### src/rtl/znm_pkg.sv
// Shared types and constants of the zone neighbor mask block.
// Used by the channel interfaces, the register file, controller and datapath.
`default_nettype none

package znm_pkg;

	localparam int IDX_W   = 6;
	localparam int MASK_W  = 64;
	localparam int GRID_W  = 7;
	localparam int FIX_W   = 32;
	localparam int RIDX_W  = 3;
	localparam int ST_W    = 2;
	localparam int PLANE_W = 2 * GRID_W;
	localparam int TOTAL_W = 3 * GRID_W;

	localparam logic [RIDX_W-1:0] REG_GRID_X = 3'd0;
	localparam logic [RIDX_W-1:0] REG_GRID_Y = 3'd1;
	localparam logic [RIDX_W-1:0] REG_GRID_Z = 3'd2;
	localparam logic [RIDX_W-1:0] REG_SIZE_X = 3'd3;
	localparam logic [RIDX_W-1:0] REG_SIZE_Y = 3'd4;
	localparam logic [RIDX_W-1:0] REG_SIZE_Z = 3'd5;
	localparam logic [RIDX_W-1:0] REG_RADIUS = 3'd6;

	localparam logic [ST_W-1:0] ST_OK        = 2'd0;
	localparam logic [ST_W-1:0] ST_TOO_MANY  = 2'd1;
	localparam logic [ST_W-1:0] ST_BAD_INDEX = 2'd2;

	localparam logic [GRID_W-1:0] GRID_RESET = 7'd1;
	localparam logic [FIX_W-1:0]  FIX_ONE    = 32'h0001_0000;

	typedef struct packed {
		logic [GRID_W-1:0] gx;
		logic [GRID_W-1:0] gy;
		logic [GRID_W-1:0] gz;
		logic [FIX_W-1:0]  sx;
		logic [FIX_W-1:0]  sy;
		logic [FIX_W-1:0]  sz;
		logic [FIX_W-1:0]  rad;
	} cfg_t;

	typedef struct packed {
		logic            start;
		logic            mul_plane;
		logic            mul_total;
		logic            sq_step;
		logic            walk_step;
		logic            walk_clear;
		logic            latch_coord;
		logic            issue;
		logic            load_out;
		logic [ST_W-1:0] status;
	} ctrl_cmd_t;

	typedef struct packed {
		logic too_many;
		logic bad_index;
		logic sq_last;
		logic at_q;
		logic scan_last;
		logic pipe_empty;
		logic out_busy;
	} dp_sts_t;

endpackage

`default_nettype wire

### src/rtl/znm_ctrl.sv
// Query sequencer: size check, squares setup, locate, scan, drain, result hand-off.
// Depends on znm_pkg; drives the datapath through ctrl_cmd_t.
`default_nettype none

module znm_ctrl (
	input  wire                clk,
	input  wire                arst_n,
	input  wire                req_valid,
	output logic               req_ready,
	input  znm_pkg::dp_sts_t   sts,
	output znm_pkg::ctrl_cmd_t cmd
);
	import znm_pkg::*;

	typedef enum logic [8:0] {
		S_IDLE   = 9'b000000001,
		S_DIMS1  = 9'b000000010,
		S_DIMS2  = 9'b000000100,
		S_CHECK  = 9'b000001000,
		S_SQR    = 9'b000010000,
		S_LOCATE = 9'b000100000,
		S_SCAN   = 9'b001000000,
		S_DRAIN  = 9'b010000000,
		S_DONE   = 9'b100000000
	} state_t;

	state_t          state_q, state_n;
	logic [ST_W-1:0] st_q, st_n;

	assign req_ready = (state_q == S_IDLE);

	always_comb begin
		state_n    = state_q;
		st_n       = st_q;
		cmd        = '0;
		cmd.status = st_q;
		case (state_q)
			S_IDLE: begin
				if (req_valid) begin
					cmd.start = 1'b1;
					state_n   = S_DIMS1;
				end
			end
			S_DIMS1: begin
				cmd.mul_plane = 1'b1;
				state_n       = S_DIMS2;
			end
			S_DIMS2: begin
				cmd.mul_total = 1'b1;
				state_n       = S_CHECK;
			end
			S_CHECK: begin
				if (sts.too_many) begin
					st_n    = ST_TOO_MANY;
					state_n = S_DONE;
				end else if (sts.bad_index) begin
					st_n    = ST_BAD_INDEX;
					state_n = S_DONE;
				end else begin
					st_n    = ST_OK;
					state_n = S_SQR;
				end
			end
			S_SQR: begin
				cmd.sq_step = 1'b1;
				if (sts.sq_last)
					state_n = S_LOCATE;
			end
			S_LOCATE: begin
				if (sts.at_q) begin
					cmd.latch_coord = 1'b1;
					cmd.walk_clear  = 1'b1;
					state_n         = S_SCAN;
				end else begin
					cmd.walk_step = 1'b1;
				end
			end
			S_SCAN: begin
				cmd.issue = 1'b1;
				if (sts.scan_last)
					state_n = S_DRAIN;
			end
			S_DRAIN: begin
				if (sts.pipe_empty)
					state_n = S_DONE;
			end
			S_DONE: begin
				if (!sts.out_busy) begin
					cmd.load_out = 1'b1;
					state_n      = S_IDLE;
				end
			end
			default: begin
				state_n = S_IDLE;
			end
		endcase
	end

	always_ff @(posedge clk or negedge arst_n) begin
		if (!arst_n) begin
			state_q <= S_IDLE;
			st_q    <= ST_OK;
		end else begin
			state_q <= state_n;
			st_q    <= st_n;
		end
	end

endmodule

`default_nettype wire

### config.mk
export PLATFORM = sky130hd
export DESIGN_NAME = znm_ctrl
export DESIGN_NICKNAME = d
export VERILOG_FILES = /design/src/rtl/znm_pkg.sv /design/src/rtl/znm_ctrl.sv
export SDC_FILE = /design/constraint.sdc
export NUM_CORES = 1
export LEC_CHECK = 0
export ABC_AREA = 1
export BUFFER_PORTS_ARGS = -buffer_cell sky130_fd_sc_hd__buf_2
export CORE_MARGIN = 5
export CORE_UTILIZATION = 45
export CTS_CLUSTER_DIAMETER = 60
export CTS_CLUSTER_SIZE = 10
export DETAILED_ROUTE_END_ITERATION = 8
export PLACE_DENSITY = 0.71
export RECOVER_POWER = 50
export SLEW_MARGIN = 20
export SYNTH_ARGS = -nofsm -noshare
export SYNTH_HDL_FRONTEND = slang
export SYNTH_SLANG_ARGS = --single-unit
### constraint.sdc
create_clock -name clk -period 1.2 [get_ports clk]
set_input_delay 0.06 -clock clk [delete_from_list [all_inputs] [get_ports clk]]
set_output_delay 0.06 -clock clk [all_outputs]
set_load 0.02 [all_outputs]
==> impl_metrics.yaml <==
floorplan:
  coreArea_sq_um: 1560
  die-area_sq_um: 2600
  start_util: 0.486
  std_cell_rows: 14
  die_h_microns: 51.0
  pin_count: 22
  die_w_microns: 51.0
setup_path:
  worst_setup_path_start_kind: "flop"
  cp.required_ns: 1.40
  crit_arrival_ns: 1.79
  path_class: "reg2reg"
  endpoint_kind: "flop"
  r2r_cells: 9
  critical_path.max_fanout: 5
synthesis:
  postSynthCellCount: 106
  avgSynthCellArea_sq_um: 7.14
  ys_seq_area_frac: 0.365
  synth-seq-cells: 11
  syn_area_sq_um: 757
  ys_types: 20
  synth_fp_nets: 116
  yosysWarnings: 0
grt:
  grt_pass1_vias: 832
  overflow: 0
  grt_max_degree: 12
  antenna_found_initial: 0
  gr-usage-all-layers: 0.194
  grt_pass1_wl_microns: 3730
layout:
  layout_common_cells: "22 x buf_4, 14 x inv_1, 12 x nor2_1, 12 x buf_2, 10 x nand2_1"
  nFillCells: 80
  nets: 166
  drive_gt1_frac: 0.652
  syn_to_final_growth_pct: 76.5
  diodes: 0
  final_cells: 171
  fin_area_sq_um: 1340
  final_common_cell: "buf_4"
cts:
  cts_buffers: 3
  clock_latency_ns: 0.28
  clock_sinks: 11
  root_buffer: "clkbuf_4"
  clock_path_buffers: 2
  cts_tree: "done"
  clkSlewWorstSetupHoldPaths_ns: 0.07
  htree_levels: 1
placed_design:
  place_area_sq_um: 975
  place_hpwl_microns: 1530
  io_buffers: 21
  gp_congestion: 0.894
  dp.cells: 153
sta:
  whs_ns: 0.0145
  rsz0062_at_grt: "true"
  setup-violations-final: 19
  worstMarginPinSlew_ns: 0.617
  setup_slack_ns: -0.390
  setup-tns-final_ns: -6.00
  hold_viol: 0
  slew_headroom: 0.589
  post-route-min-period_ns: 1.59
  drv_slew: 0
  fmax_mhz: 629
  fin_crit_sh: 1.32
  clock_skew_ns: 0.00896
outcome:
  violations: "negative setup slack"
  status: "complete, but fails checks"
routing:
  route.detailed.drc: 0
  antenna_left: 0
  wirelength_microns: 2680
  wl_per_cell_microns: 15.7
  via_count: 907
  vias_per_cell: 5.30
  drt_iter0_drc: 37
  first_pass_iters: 4
power_and_ir_drop:
  p_leak_nw: 0.733
  vdd_drop_max_mv: 2.48
  powerDensity_nw_per_um2: 2300
min_path:
  hold_path_depth: 2
  min_path_type: "in2reg"
run:
  cap_viol_max_count: 0
## layer usage
metal	wire (microns)	vias to the layer above	track usage
met4	127	0	0.117
met1	1060	433	0.237
li1	-	423	-
met5	0	-	0
met3	146	13	0.0233
met2	1340	38	0.326
## sequential cells by signal, indices dropped and copies added, names as in the netlist
register  count
st_q          2
state_q       9
## area by class of cell
class                   count  area [sq um]  share of cell area
clock buffers               4          26.3              0.0197
multi-input cells          69           552               0.413
well taps                  16          20.0              0.0150
flip-flops and latches     11           279               0.209
inverters                  25          98.8              0.0740
repair buffers             46           360               0.270
## critical path, stage by stage, from the launching register on
cell and delay, ns:
dfstp_2 0.60, nor2_2 0.06, nand2_2 0.09, inv_4 0.07
buf_12 0.14, nand3b_1 0.10, nand2_2 0.07, nor2_4 0.14
nand2_4 0.10, o21ai_2 0.14
## stage by stage
stage	setup slack (ns)	utilization	power (mW)
5_1_grt	-0.454	0.857	3.25
3_3_place_gp	-0.198	0.625	1.84
6_report	-0.390	0.857	3.07
2_1_floorplan	-0.0747	-	1.49
3_5_place_dp	-0.226	0.625	1.86
4_1_cts	-0.307	0.765	2.57
## power breakdown
part           switching, mW  internal, mW  total, mW
registers              0.116         0.498      0.614
logic                   1.23         0.961       2.19
clock network          0.131         0.129      0.260
## logic make-up (layout without fill, tap and decap cells)
family,after synthesis,in the layout,share of synthesized area
AOI/OAI and AO/OA,6,6,0.0595
buffers and inverters,26,75,0.134
DFF,11,11,0.365
and+or+nand+nor,63,63,0.441
## cell usage after synthesis
cell type	n	share of area
a22o_1	1	0.012
buf_4	1	0.0099
dfrtp_1	10	0.33
dfstp_2	1	0.035
inv_1	20	0.099
inv_2	5	0.025
nand2_1	16	0.079
nand2_2	2	0.017
nand2_4	2	0.030
nand3_1	10	0.066
nand3_2	2	0.026
nand3b_1	2	0.020
nand4_1	1	0.0083
nand4_2	1	0.017
nor2_1	22	0.11
nor2_4	2	0.030
nor2_8	1	0.026
nor3_1	2	0.013
o21ai_1	2	0.013
o21ai_2	3	0.035
## worst paths after layout
| path | startpoint | endpoint | slack [ns] |
|---|---|---|---|
| worst max-delay path | state_q[0]$_DFFE_PN1P_ | state_q[5]$_DFFE_PN0P_ | -0.39 |
| worst min-delay path | sts[5] | st_q[1]$_DFFE_PN0N_ | 0.01 |
| worst max register to register | state_q[0]$_DFFE_PN1P_ | state_q[5]$_DFFE_PN0P_ | -0.39 |
| worst min register to register | st_q[0]$_DFFE_PN0N_ | st_q[0]$_DFFE_PN0N_ | 0.51 |
| max in group asynchronous | arst_n | state_q[4]$_DFFE_PN0P_ | 0.46 |
| min in group asynchronous | arst_n | st_q[1]$_DFFE_PN0N_ | 0.29 |
## repair_timing
| item | 4_1_cts | 5_1_grt |
|---|---|---|
| resized for setup | 36 | 27 |
| endpoints found under the setup margin | 19 | 20 |
| hold buffers | 1 | 0 |
| buffers inserted | 8 | 7 |
| pin swaps | 4 | 9 |
| endpoints found under the hold margin | 11 | 0 |
Power figures use the tool's default switching activity.
