**config.mk**
```make
export PLATFORM = sky130hd
export DESIGN_NAME = znm_cfg_regs_flat
export DESIGN_NICKNAME = d
export VERILOG_FILES = /design/src/rtl/znm_pkg.sv /design/src/rtl/znm_ifs.sv /design/src/rtl/znm_cfg_regs.sv /design/src/flat_wrapper.sv
export SDC_FILE = /design/constraint.sdc
export NUM_CORES = 1
export LEC_CHECK = 0
export ABC_AREA = 1
export BUFFER_PORTS_ARGS = -buffer_cell sky130_fd_sc_hd__buf_4
export CORE_MARGIN = 5
export CORE_UTILIZATION = 45
export CTS_CLUSTER_DIAMETER = 100
export DETAILED_ROUTE_END_ITERATION = 16
export PLACE_DENSITY = 0.81
export SLEW_MARGIN = 20
export SYNTH_ARGS = -nofsm -noshare
export SYNTH_HDL_FRONTEND = slang
export SYNTH_SLANG_ARGS = --single-unit
```
**constraint.sdc**
```tcl
create_clock -name clk -period 0.8 [get_ports clk]
set_clock_uncertainty 0.05 [all_clocks]
set_input_delay 0.16 -clock clk [delete_from_list [all_inputs] [get_ports clk]]
set_output_delay 0.16 -clock clk [all_outputs]
set_load 0.03 [all_outputs]
```
**src/rtl/znm_pkg.sv**
```systemverilog
// Shared types and constants of the zone neighbor mask block.
// Used by the channel interfaces, the register file, controller and datapath.
`default_nettype none

package znm_pkg;

	localparam int IDX_W   = 6;
	localparam int MASK_W  = 64;
	localparam int GRID_W  = 7;
	localparam int FIX_W   = 32;
	localparam int RIDX_W  = 3;
	localparam int ST_W    = 2;
	localparam int PLANE_W = 2 * GRID_W;
	localparam int TOTAL_W = 3 * GRID_W;

	localparam logic [RIDX_W-1:0] REG_GRID_X = 3'd0;
	localparam logic [RIDX_W-1:0] REG_GRID_Y = 3'd1;
	localparam logic [RIDX_W-1:0] REG_GRID_Z = 3'd2;
	localparam logic [RIDX_W-1:0] REG_SIZE_X = 3'd3;
	localparam logic [RIDX_W-1:0] REG_SIZE_Y = 3'd4;
	localparam logic [RIDX_W-1:0] REG_SIZE_Z = 3'd5;
	localparam logic [RIDX_W-1:0] REG_RADIUS = 3'd6;

	localparam logic [ST_W-1:0] ST_OK        = 2'd0;
	localparam logic [ST_W-1:0] ST_TOO_MANY  = 2'd1;
	localparam logic [ST_W-1:0] ST_BAD_INDEX = 2'd2;

	localparam logic [GRID_W-1:0] GRID_RESET = 7'd1;
	localparam logic [FIX_W-1:0]  FIX_ONE    = 32'h0001_0000;

	typedef struct packed {
		logic [GRID_W-1:0] gx;
		logic [GRID_W-1:0] gy;
		logic [GRID_W-1:0] gz;
		logic [FIX_W-1:0]  sx;
		logic [FIX_W-1:0]  sy;
		logic [FIX_W-1:0]  sz;
		logic [FIX_W-1:0]  rad;
	} cfg_t;

	typedef struct packed {
		logic            start;
		logic            mul_plane;
		logic            mul_total;
		logic            sq_step;
		logic            walk_step;
		logic            walk_clear;
		logic            latch_coord;
		logic            issue;
		logic            load_out;
		logic [ST_W-1:0] status;
	} ctrl_cmd_t;

	typedef struct packed {
		logic too_many;
		logic bad_index;
		logic sq_last;
		logic at_q;
		logic scan_last;
		logic pipe_empty;
		logic out_busy;
	} dp_sts_t;

endpackage

`default_nettype wire

```
**src/rtl/znm_ifs.sv**
```systemverilog
// Valid/ready channel interfaces: query word, result word, register write word.
// Depends on znm_pkg for field widths.
`default_nettype none


interface znm_cfg_if;
	logic                       valid;
	logic                       ready;
	logic [znm_pkg::RIDX_W-1:0] index;
	logic [znm_pkg::FIX_W-1:0]  data;
	modport source (output valid, output index, output data, input ready);
	modport sink   (input valid, input index, input data, output ready);
endinterface

`default_nettype wire

```
**src/rtl/znm_cfg_regs.sv**
```systemverilog
// Configuration register file: grid dimensions, zone sizes and radius.
// Depends on znm_pkg and znm_cfg_if.
`default_nettype none

module znm_cfg_regs (
	input  wire           clk,
	input  wire           arst_n,
	znm_cfg_if.sink       cfg,
	output znm_pkg::cfg_t regs
);
	import znm_pkg::*;

	cfg_t regs_q;

	assign cfg.ready = 1'b1;
	assign regs      = regs_q;

	always_ff @(posedge clk or negedge arst_n) begin
		if (!arst_n) begin
			regs_q.gx  <= GRID_RESET;
			regs_q.gy  <= GRID_RESET;
			regs_q.gz  <= GRID_RESET;
			regs_q.sx  <= FIX_ONE;
			regs_q.sy  <= FIX_ONE;
			regs_q.sz  <= FIX_ONE;
			regs_q.rad <= FIX_ONE;
		end else if (cfg.valid) begin
			case (cfg.index)
				REG_GRID_X: regs_q.gx  <= cfg.data[GRID_W-1:0];
				REG_GRID_Y: regs_q.gy  <= cfg.data[GRID_W-1:0];
				REG_GRID_Z: regs_q.gz  <= cfg.data[GRID_W-1:0];
				REG_SIZE_X: regs_q.sx  <= cfg.data;
				REG_SIZE_Y: regs_q.sy  <= cfg.data;
				REG_SIZE_Z: regs_q.sz  <= cfg.data;
				REG_RADIUS: regs_q.rad <= cfg.data;
				default: begin
				end
			endcase
		end
	end

endmodule

`default_nettype wire

```
**src/flat_wrapper.sv**
```systemverilog
// flat-port wrapper written by rule: the top's interface ports become plain ports
module znm_cfg_regs_flat import znm_pkg::*;
  (clk, arst_n, regs, cfg_valid, cfg_index, cfg_data, cfg_ready);
  znm_cfg_if cfg_i ();
  input  wire clk;
  input  wire arst_n;
  output znm_pkg::cfg_t regs;
  input wire logic [$bits(cfg_i.valid)-1:0] cfg_valid;
  input wire logic [$bits(cfg_i.index)-1:0] cfg_index;
  input wire logic [$bits(cfg_i.data)-1:0] cfg_data;
  output wire logic [$bits(cfg_i.ready)-1:0] cfg_ready;
  assign cfg_i.valid = cfg_valid;
  assign cfg_i.index = cfg_index;
  assign cfg_i.data = cfg_data;
  assign cfg_ready = cfg_i.ready;
  znm_cfg_regs u_core (.clk(clk), .arst_n(arst_n), .cfg(cfg_i), .regs(regs));
endmodule
```
==> summary.txt <==
Status = finished, violations left
Violated checks = setup timing
Layout Nets = 1011
Synth Cell Area = 5750 sq um
Yosys reg bits = 149
WL per Instance = 20.3 microns
Layout fillers = 639
Worst-skew pair later-pin latency = 420 ps
Async SR Flop Fraction = 100%
Synth Flop Type = dfrtp_1
Die Span Y = 123 microns
Crit Path Max Fanout = 2
Die ar. = 15100 sq um
Grt total ovfl = 0
DRC = 0
Starting Density = 45.7%
Max clock buf depth = 2
Syn nets = 691
Kind of critical path = flop to primary output
Final WL = 23.5 mm
Mean Syn Cell Area = 8.80 sq um
CP Capture Type = primary output
Seq/Total Area, Yosys = 65.0%
Family with the most delay on the worst path = flip-flops
Final ANT Viol Nets = 0
Synth top area cells = dfrtp_1, nand2_1, nand3_1
# IOs = 188
List of most frequent post-synthesis cells = nand2_1, dfrtp_1, nand3_1, buf_2
Yosys cell types = 13
Count leader, synth = nand2_1
Gate Count Post-Synth = 653
Sequential standard cell area = 3740 sq um
Max-Cap Viols = 0
Setup repair after global routing missed its margin = yes
Std cell rows = 41
Post-route minimum period = 1330 ps
Crit path DAT = 1120 ps
Crit path max-delay cell type = dfstp_2
Max-slew violations = 0
Largest net degree at the start of global routing = 36
Final setup vio count = 188
Post-synth EDFFs = 0
Total number of vias = 6087
Vias in the first global route = 6054
Layout cells sized above 1 = 43.9%
First-pass GRT wire length = 32.1 mm
Final Hold Slack = 102 ps
Crit-path max cell delay = 550 ps
Final hold vios = 0
TritonCTS clock tree = done
DPL Wire Length = 12.5 mm
TritonRoute pass-1 iters = 6
Setup TNS = -60110 ps
CTS clock-pin slew for the worst setup and hold paths = 60 ps
Leak pwr = 5.45 nW
CP required = 590 ps
H-Tree Depth = 4
Antenna cells = 0
Area of the multi-input gates = 2140 sq um
CTS root buf = clkbuf_16
Critical path, cell by cell = buf_6
Core area = 12600 sq um
P&R area growth vs syn = 79.8%
Power density cells = 2930 nW/um^2
Max reg flops = 149
Hold Crit Class = primary input to asynchronous set/reset pin
Final worst slack = -530 ps
Yosys warns = 0
GPL Wtd Cong = 0.866
Inserted Clock Buffers = 17
Final cycle utilization of the critical path = 166%
Crit path buffers/inverters = 1
Gr usage total = 28.3%
Crit path launch type = flop
Port bufs = 186
Yosys top cell by area = dfrtp_1
Initial antenna violation count = 0
Fmax = 752 MHz
Worst-case vdd ir drop = 1.68 mV
DR vias/cell = 5.26
Sink Count = 149
Share of the synthesized area in the top cell type = 61.8%
Initial drt markers = 638
Chip width = 123 microns
stage by stage:
step / util (%) / area [sq um] / power (mW) / cells / setup WS (ps)
finish: 82.2 / 10300 / 30.2 / 1158 / -530
global route: 82.2 / 10300 / 31.2 / 1158 / -544
CTS: 77.0 / 9670 / 28.5 / 1132 / -524
detailed placement: 61.3 / 7700 / 17.5 / 1013 / -392
global placement: 61.3 / 7700 / 17.4 / 1013 / -362
floorplan: - / 5910 / 14.0 / 653 / -66.1
final cells by class:
| type | count | area share, % |
|---|---|---|
| multi-input cells | 467 | 20.7 |
| clock inverters | 13 | 2.20 |
| inverters | 6 | 0.557 |
| repair buffers | 332 | 34.0 |
| clock buffers | 19 | 4.29 |
| flip-flops and latches | 149 | 36.2 |
| well taps | 172 | 2.08 |
metal layers:
layer	track usage [%]	up-vias	part of all wire, %
li1	-	2646	-
met1	33.2	2990	35
met2	48.5	346	52
met3	6.54	105	7.6
met4	14.8	0	5.5
met5	0	-	0
timing repair:
item | CTS | global route
pin swaps | 0 | 35
setup endpoints to repair | 149 | 223
setup buffers | 54 | 41
gates resized for setup | 150 | 147
hold buffers | 33 | 0
endpoints found under the hold margin | 274 | 0
kinds of logic (layout without fill, tap and decap cells):
| group | count (synthesis) | after routing | synth area share, % |
|---|---|---|---|
| simple gates | 466 | 466 | 31.9 |
| flops | 149 | 149 | 65.0 |
| buf+inv | 37 | 370 | 2.98 |
| other cells | 1 | 1 | 0.0652 |
where the power goes:
| part | internal, mW | switching, mW | total [mW] |
|---|---|---|---|
| Combinational | 4.97 | 5.76 | 10.7 |
| Clock | 5.93 | 3.25 | 9.18 |
| Sequential | 9.01 | 1.31 | 10.3 |
| Total | 19.9 | 10.3 | 30.2 |
path summary, 6_finish.rpt:
check / from / endpoint / slack [ps] / depth (start not counted)
min in group clk: cfg_index[2] / u_core.regs[142]$_DFFE_PN1P_ / 120 / 5
min: arst_n / u_core.regs[132]$_DFFE_PN0P_ / 100 / 2
max in group asynchronous: arst_n / u_core.regs[135]$_DFFE_PN1P_ / 110 / 3
max reg2reg: u_core.regs[56]$_DFFE_PN0P_ / u_core.regs[56]$_DFFE_PN0P_ / -140 / 4
max: u_core.regs[142]$_DFFE_PN1P_ / regs[142] / -530 / 1
min reg2reg: u_core.regs[80]$_DFFE_PN1P_ / u_core.regs[80]$_DFFE_PN1P_ / 420 / 2
cells in the final DEF, fill, tap and decap left out, drive strengths merged:
| master | count |
|---|---|
| nand2 | 406 |
| buf | 299 |
| dfrtp | 142 |
| nand3 | 53 |
| dlygate4sd3 | 33 |
| clkbuf | 19 |
| dfstp | 7 |
| nor2 | 7 |
| inv | 7 |
| bufinv | 6 |
| clkinv | 4 |
| clkinvlp | 2 |
| conb | 1 |
worst reg2reg max path, cell delays in order, from the launching register on:
cell and delay, ps:
dfrtp_1 430, buf_6 140, buf_6 100, nand2_2 60
nand2_2 50
(Power assumes the default switching activity.)
